$ cat config.mk
export PLATFORM = sky130hd
export DESIGN_NAME = hsip_ctrl_flat
export DESIGN_NICKNAME = d
export VERILOG_FILES = /design/src/sv/hash_set_insert_probing_assert.svh /design/src/sv/hsip_pkg.sv /design/src/sv/hsip_if.sv /design/src/sv/hsip_ctrl.sv /design/src/flat_wrapper.sv
export SDC_FILE = /design/constraint.sdc
export NUM_CORES = 1
export LEC_CHECK = 0
export BUFFER_PORTS_ARGS = -buffer_cell sky130_fd_sc_hd__buf_2
export CORE_MARGIN = 4
export CORE_UTILIZATION = 51
export CTS_CLUSTER_DIAMETER = 100
export DETAILED_ROUTE_END_ITERATION = 10
export PLACE_DENSITY = 0.79
export SLEW_MARGIN = 20
export SYNTH_ARGS = -nofsm -noshare
export SYNTH_HDL_FRONTEND = slang
export SYNTH_SLANG_ARGS = --single-unit
$ cat constraint.sdc
create_clock -name clock -period 3.45 [get_ports clock]
set_input_delay 0.5175 -clock clock [delete_from_list [all_inputs] [get_ports clock]]
set_output_delay 0.5175 -clock clock [all_outputs]
set_load 0.005 [all_outputs]
$ cat src/sv/hash_set_insert_probing_assert.svh
// Assertion macros for the hash set insert block.
`ifndef HASH_SET_INSERT_PROBING_ASSERT_SVH
`define HASH_SET_INSERT_PROBING_ASSERT_SVH

`ifndef SYNTHESIS
`define HSIP_ASSERT_IMPLY(lbl, clk, rst, ante, cons) \
   lbl: assert property (@(posedge clk) disable iff (rst) (ante) |-> (cons)) \
      else $error("hsip: same-cycle check failed");
`define HSIP_ASSERT_NEXT(lbl, clk, rst, ante, cons) \
   lbl: assert property (@(posedge clk) disable iff (rst) (ante) |=> (cons)) \
      else $error("hsip: next-cycle check failed");
`else
`define HSIP_ASSERT_IMPLY(lbl, clk, rst, ante, cons)
`define HSIP_ASSERT_NEXT(lbl, clk, rst, ante, cons)
`endif

`endif

$ cat src/sv/hsip_pkg.sv
`default_nettype none

package hsip_pkg;

   localparam int POS_W      = 10;
   localparam int TABLE_SIZE = 1 << POS_W;
   localparam int KEY_W      = 31;
   localparam int SLOT_W     = 10;
   localparam int STATUS_W   = 2;
   localparam int STEP_W     = POS_W + 1;
   localparam int ENTRY_W    = KEY_W + 1;

   typedef enum logic [STATUS_W-1:0] {
      ST_ADDED   = 2'd0,
      ST_PRESENT = 2'd1,
      ST_FULL    = 2'd2
   } status_type;

   typedef enum logic [1:0] {
      S_CLEAR,
      S_IDLE,
      S_PROBE
   } state_type;

   // one access to the table memory per cycle
   typedef struct packed {
      logic               we;
      logic               re;
      logic [POS_W-1:0]   addr;
      logic [ENTRY_W-1:0] wdata;
   } mem_req_type;

endpackage

`default_nettype wire

$ cat src/sv/hsip_if.sv
`default_nettype none

interface hsip_req_if
   import hsip_pkg::*;
();
   logic             valid;
   logic             ready;
   logic [KEY_W-1:0] key;

   modport source (output valid, output key, input ready);
   modport sink   (input valid, input key, output ready);
endinterface

interface hsip_rsp_if
   import hsip_pkg::*;
();
   logic                valid;
   logic                ready;
   logic [STATUS_W-1:0] status;
   logic [SLOT_W-1:0]   slot;

   modport source (output valid, output status, output slot, input ready);
   modport sink   (input valid, input status, input slot, output ready);
endinterface

`default_nettype wire

$ cat src/sv/hsip_ctrl.sv
`default_nettype none

module hsip_ctrl
   import hsip_pkg::*;
(
   input  wire logic                clock,
   input  wire logic                reset,
   hsip_req_if.sink                 req_chan,
   hsip_rsp_if.source               rsp_chan,
   output mem_req_type              mem_req,
   input  wire logic [ENTRY_W-1:0]  mem_rdata
);

   state_type          state_ff, state_in;
   logic [POS_W-1:0]   clr_ff, clr_in;
   logic [KEY_W-1:0]   key_ff, key_in;
   logic [POS_W-1:0]   pos_ff, pos_in;
   logic [STEP_W-1:0]  step_ff, step_in;
   logic               rsp_valid_ff, rsp_valid_in;
   status_type         status_ff, status_in;
   logic [SLOT_W-1:0]  slot_ff, slot_in;

   logic               occ;
   logic               hit;
   logic               last_step;
   logic               out_free;
   logic [STEP_W-1:0]  step_inc;
   logic [POS_W-1:0]   next_pos;

   assign occ       = mem_rdata[KEY_W];
   assign hit       = mem_rdata[KEY_W-1:0] == key_ff;
   assign last_step = step_ff == STEP_W'(TABLE_SIZE);
   assign out_free  = !rsp_valid_ff || rsp_chan.ready;
   assign step_inc  = step_ff + STEP_W'(1);
   // triangular walk: slot + i, wrapped by the power-of-two table size
   assign next_pos  = pos_ff + step_inc[POS_W-1:0];

   always_ff @(posedge clock) begin
      if (reset) begin
         state_ff     <= S_CLEAR;
         clr_ff       <= '0;
         rsp_valid_ff <= 1'b0;
      end else begin
         state_ff     <= state_in;
         clr_ff       <= clr_in;
         rsp_valid_ff <= rsp_valid_in;
      end
      key_ff    <= key_in;
      pos_ff    <= pos_in;
      step_ff   <= step_in;
      status_ff <= status_in;
      slot_ff   <= slot_in;
   end

   always_comb begin
      state_in     = state_ff;
      clr_in       = clr_ff;
      key_in       = key_ff;
      pos_in       = pos_ff;
      step_in      = step_ff;
      rsp_valid_in = rsp_valid_ff && !rsp_chan.ready;
      status_in    = status_ff;
      slot_in      = slot_ff;
      mem_req      = '0;
      req_chan.ready = 1'b0;

      unique case (state_ff)
         S_CLEAR: begin
            mem_req.we    = 1'b1;
            mem_req.addr  = clr_ff;
            mem_req.wdata = '0;
            clr_in        = clr_ff + POS_W'(1);
            if (clr_ff == POS_W'(TABLE_SIZE - 1)) begin
               state_in = S_IDLE;
            end
         end
         S_IDLE: begin
            req_chan.ready = 1'b1;
            if (req_chan.valid) begin
               key_in       = req_chan.key;
               pos_in       = req_chan.key[POS_W-1:0];
               step_in      = '0;
               mem_req.re   = 1'b1;
               mem_req.addr = req_chan.key[POS_W-1:0];
               state_in     = S_PROBE;
            end
         end
         S_PROBE: begin
            if (!occ || hit || last_step) begin
               // hold the read data until the result register frees up
               if (out_free) begin
                  rsp_valid_in = 1'b1;
                  slot_in      = SLOT_W'(pos_ff);
                  if (!occ) begin
                     status_in     = ST_ADDED;
                     mem_req.we    = 1'b1;
                     mem_req.addr  = pos_ff;
                     mem_req.wdata = {1'b1, key_ff};
                  end else if (hit) begin
                     status_in = ST_PRESENT;
                  end else begin
                     status_in = ST_FULL;
                  end
                  state_in = S_IDLE;
               end
            end else begin
               step_in      = step_inc;
               pos_in       = next_pos;
               mem_req.re   = 1'b1;
               mem_req.addr = next_pos;
            end
         end
         default: begin
            state_in = S_CLEAR;
         end
      endcase
   end

   assign rsp_chan.valid  = rsp_valid_ff;
   assign rsp_chan.status = status_ff;
   assign rsp_chan.slot   = slot_ff;

endmodule

`default_nettype wire

$ cat src/flat_wrapper.sv
// flat-port wrapper written by rule: the top's interface ports become plain ports
module hsip_ctrl_flat import hsip_pkg::*;
  (clock, reset, mem_req, mem_rdata, req_chan_valid, req_chan_key, req_chan_ready, rsp_chan_valid, rsp_chan_status, rsp_chan_slot, rsp_chan_ready);
  hsip_req_if req_chan_i ();
  hsip_rsp_if rsp_chan_i ();
  input  wire logic clock;
  input  wire logic reset;
  output mem_req_type mem_req;
  input  wire logic [ENTRY_W-1:0] mem_rdata;
  input wire logic [$bits(req_chan_i.valid)-1:0] req_chan_valid;
  input wire logic [$bits(req_chan_i.key)-1:0] req_chan_key;
  output wire logic [$bits(req_chan_i.ready)-1:0] req_chan_ready;
  output wire logic [$bits(rsp_chan_i.valid)-1:0] rsp_chan_valid;
  output wire logic [$bits(rsp_chan_i.status)-1:0] rsp_chan_status;
  output wire logic [$bits(rsp_chan_i.slot)-1:0] rsp_chan_slot;
  input wire logic [$bits(rsp_chan_i.ready)-1:0] rsp_chan_ready;
  assign req_chan_i.valid = req_chan_valid;
  assign req_chan_i.key = req_chan_key;
  assign req_chan_ready = req_chan_i.ready;
  assign rsp_chan_valid = rsp_chan_i.valid;
  assign rsp_chan_status = rsp_chan_i.status;
  assign rsp_chan_slot = rsp_chan_i.slot;
  assign rsp_chan_i.ready = rsp_chan_ready;
  hsip_ctrl u_core (.clock(clock), .reset(reset), .req_chan(req_chan_i), .rsp_chan(rsp_chan_i), .mem_req(mem_req), .mem_rdata(mem_rdata));
endmodule
==> metrics.yaml <==
clock_sinks: 77
failed_checks: "negative setup slack"
drive_gt1_frac: 0.396
synth.distinct_cells: 42
cell_count_after_placement: 576
irDropWorstVdd_uv: 196
syn_to_final_growth_pct: 29.8
synth_edf_count: 64
worst_path_slowest_cell: "edfxtp_1"
ant_nets: 0
cts_max_level: 3
worstPathMaxFanout: 4
design.portCount: 125
layout.nets: 582
grt_most_used_layer: "met2"
timing.hold.worst.class: "in2reg"
vias_in_the_first_global_route: 3277
hpwlAfterDp_mm: 8.06
grtUsageMet1: 0.276
power.share.combinational: 0.055
grt_ovf: 0
final_common_cell: "buf_2"
total_switching_power_w: 0.000372
placeableCoreArea_sq_um: 7850
p_leak_nw: 2.27
dr.pass1.iters: 8
grt_first_pass_wirelength_mm: 16.6
worst-endpoint-arrival_ps: 2940
achievable-frequency_ghz: 0.289
path_delay_family: "compound AO/OA/AOI/OAI gates"
initial_core_util: 0.533
mappedNetlistNets: 440
cp_cell_sequence: "ha_4, nand3_2, xnor2_2, ha_4, a21o_1, a21o_1, a221oi_2, xor2_1, nand2_1, a21oi_2, buf_2"
p_int_w: 0.00144
switching_share: 0.206
setup.worst_path.class: "reg2out"
dominantRegCellSynth: "edfxtp_1"
number_of_antenna_violations_at_the_first_check_in_global_routing: 0
cp_num_buf_inv: 1
slew_headroom: 0.501
routed_wirelength_mm: 11.6
std_cell_rows: 32
clock_path_buffers: 2
end_kind: "primary output"
cellPowerDensity_nw_per_um2: 333
critPathLaunchType: "flop"
place.gp.congestion: 0.903
final-instance-count-excl-fill: 605
die_span_x_um: 98.6
routedWlPerCell_um: 19.2
power.clock.fraction: 0.387
synth_async_sr_flop_share: 0
diodes: 0
worst_clock_skew_ps: 7.63
preCtsSetupSlack_ps: 337
yosys_warnings: 0
total_chip_power_w: 0.00181
maxSlewViolCount: 0
setup_violations: 2
clkSlewWorstSetupHoldPaths_ps: 80
post-route-period-util: 1.00
count_of_vias_placed_by_the_detailed_router: 3444
netlist_area_sq_um: 4180
final.min_clock_period_ps: 3460
maximum_number_of_pins_on_one_net_before_global_route_repair: 31
hold_violation_count_in_the_final_report: 0
worst_slew_pin_slew_ps: 749
drc_violations_left: 0
n_fill_cell: 585
tritoncts: "yes"
critical_path.max_stage_delay_ps: 500
cts-buffers-inserted: 9
die_y_um: 98.6
grt_util_met2: 0.367
flip_flop_and_latch_area_sq_um: 2180
clock_latency_ps: 350
place.port_buffers: 124
grt_setup_unrepaired: "true"
clockRootBuffer: "clkbuf_8"
synth-seq-cells: 77
design.die.area_sq_um: 9720
yosysSeqAreaShare: 0.522
combined_area_of_the_multi_input_logic_cells_sq_um: 2110
vias_per_cell: 5.69
syn_area_per_cell_sq_um: 11.8
timing.max_cap.violations: 0
groute.layer.met3.usage: 0.0538
total_routing_resource_utilization_after_global_routing: 0.217
post-route-worst-setup-slack_ps: -8.25
highest_count_cells_in_the_layout_ignoring_fill_and_taps: "buf_2 (124), edfxtp_1 (64), and2_1 (41)"
status: "finished with violations"
initialDrtViolationCount: 403
required_time_reported_for_the_critical_path_endpoint_ps: 2930
pwr-share-seq: 0.557
cells_after_synthesis: 356
[per-stage QoR]
step / util / setup TNS [ps] / instance area [sq um] / hold WS, ps
2_1_floorplan: - / 0 / 4180 / 454
3_3_place_gp: 0.629 / 0 / 4940 / 497
3_5_place_dp: 0.629 / 0 / 4940 / 506
4_1_cts: 0.657 / -6.06 / 5150 / 327
5_1_grt: 0.692 / -589 / 5430 / 321
6_report: 0.692 / -16.1 / 5430 / 335
[synthesized netlist by cell type (2+ instances only)]
library cell | n | area share
xor2_1 | 13 | 0.027
o21ai_0 | 5 | 0.0060
nand2b_1 | 6 | 0.0090
mux2i_1 | 3 | 0.0072
a222oi_1 | 10 | 0.024
mux2_2 | 9 | 0.024
nor4_4 | 3 | 0.015
or3_1 | 3 | 0.0045
dfxtp_1 | 13 | 0.062
ha_1 | 16 | 0.048
a21oi_1 | 17 | 0.020
nand4_1 | 10 | 0.015
nand3_1 | 13 | 0.016
a221oi_1 | 2 | 0.0042
inv_1 | 11 | 0.0099
o21a_1 | 2 | 0.0036
and3_1 | 4 | 0.0060
buf_1 | 2 | 0.0018
o2111ai_1 | 2 | 0.0042
nand2_1 | 17 | 0.015
nor4_1 | 2 | 0.0030
nor2_1 | 17 | 0.015
edfxtp_1 | 64 | 0.46
xnor2_1 | 42 | 0.088
a21o_1 | 3 | 0.0054
and2_1 | 42 | 0.063
clkbuf_1 | 10 | 0.0090
[power by group through the flow]
stage | Sequential (W) | Clock, W | Combinational [W]
floorplan | 0.00103 | 0 | 0.0000409
global placement | 0.00103 | 0 | 0.0000955
detailed placement | 0.00103 | 0 | 0.0000998
CTS | 0.00101 | 0.000708 | 0.000100
global route | 0.00101 | 0.000756 | 0.000110
finish | 0.00101 | 0.000701 | 0.000100
[final timing paths]
path                                         start                          endpoint  slack, ps  depth (start not counted)
setup / recovery   u_core.step_ff[0]$_SDFFCE_PN0P_                       mem_req[41]         -8                         11
setup reg to reg   u_core.step_ff[0]$_SDFFCE_PN0P_        u_core.pos_ff[6]$_DFFE_PP_        750                         10
hold / removal                    req_chan_key[15]       u_core.key_ff[15]$_DFFE_PP_        340                          1
hold reg to reg   u_core.rsp_chan.valid$_SDFF_PP0_  u_core.rsp_chan.valid$_SDFF_PP0_        520                          2
[logic make-up (layout without fill, tap and decap cells)]
logic type | count (synthesis) | count (layout) | share of synthesized area
buffers and inverters | 23 | 170 | 0.0206
AND/OR/NAND/NOR | 123 | 123 | 0.172
flip-flops | 77 | 77 | 0.522
adder cells (fa/ha/maj) | 17 | 17 | 0.0526
AO/OA/AOI/OAI | 48 | 48 | 0.0810
multiplexers | 12 | 12 | 0.0314
XOR/XNOR | 56 | 56 | 0.121
[cell type report]
cell class | count | share of cell area
Tap cell | 102 | 0.0235
Inverter | 11 | 0.00760
Clock inverter | 3 | 0.00760
Multi-Input combinational cell | 256 | 0.389
Timing Repair Buffer | 143 | 0.141
Sequential cell | 77 | 0.402
Clock buffer | 13 | 0.0295
[flip-flops by register name, summed over array words and instances, names as in the netlist]
name and flops:
u_core.step_ff 11, u_core.key_ff 31, u_core.state_ff 2, u_core.clr_ff 10, u_core.rsp_chan.valid 1, u_core.rsp_chan.slot 10, u_core.pos_ff 10, u_core.rsp_chan.status 2
[per-layer routing]
layer | part of all wire | wire length, um
met5 | 0 | 0
met4 | 0.023 | 270
met3 | 0.093 | 1070
met2 | 0.50 | 5750
met1 | 0.39 | 4490
[timing repair]
action                                 in CTS  in global routing
endpoints found under the hold margin       0                  0
setup endpoints to repair                   2                  5
hold buffers                                0                  0
pin swaps                                   0                 20
gates resized for setup                     2                 31
buffers inserted                            1                 12
Note: power is estimated with default switching activity, not from simulation.
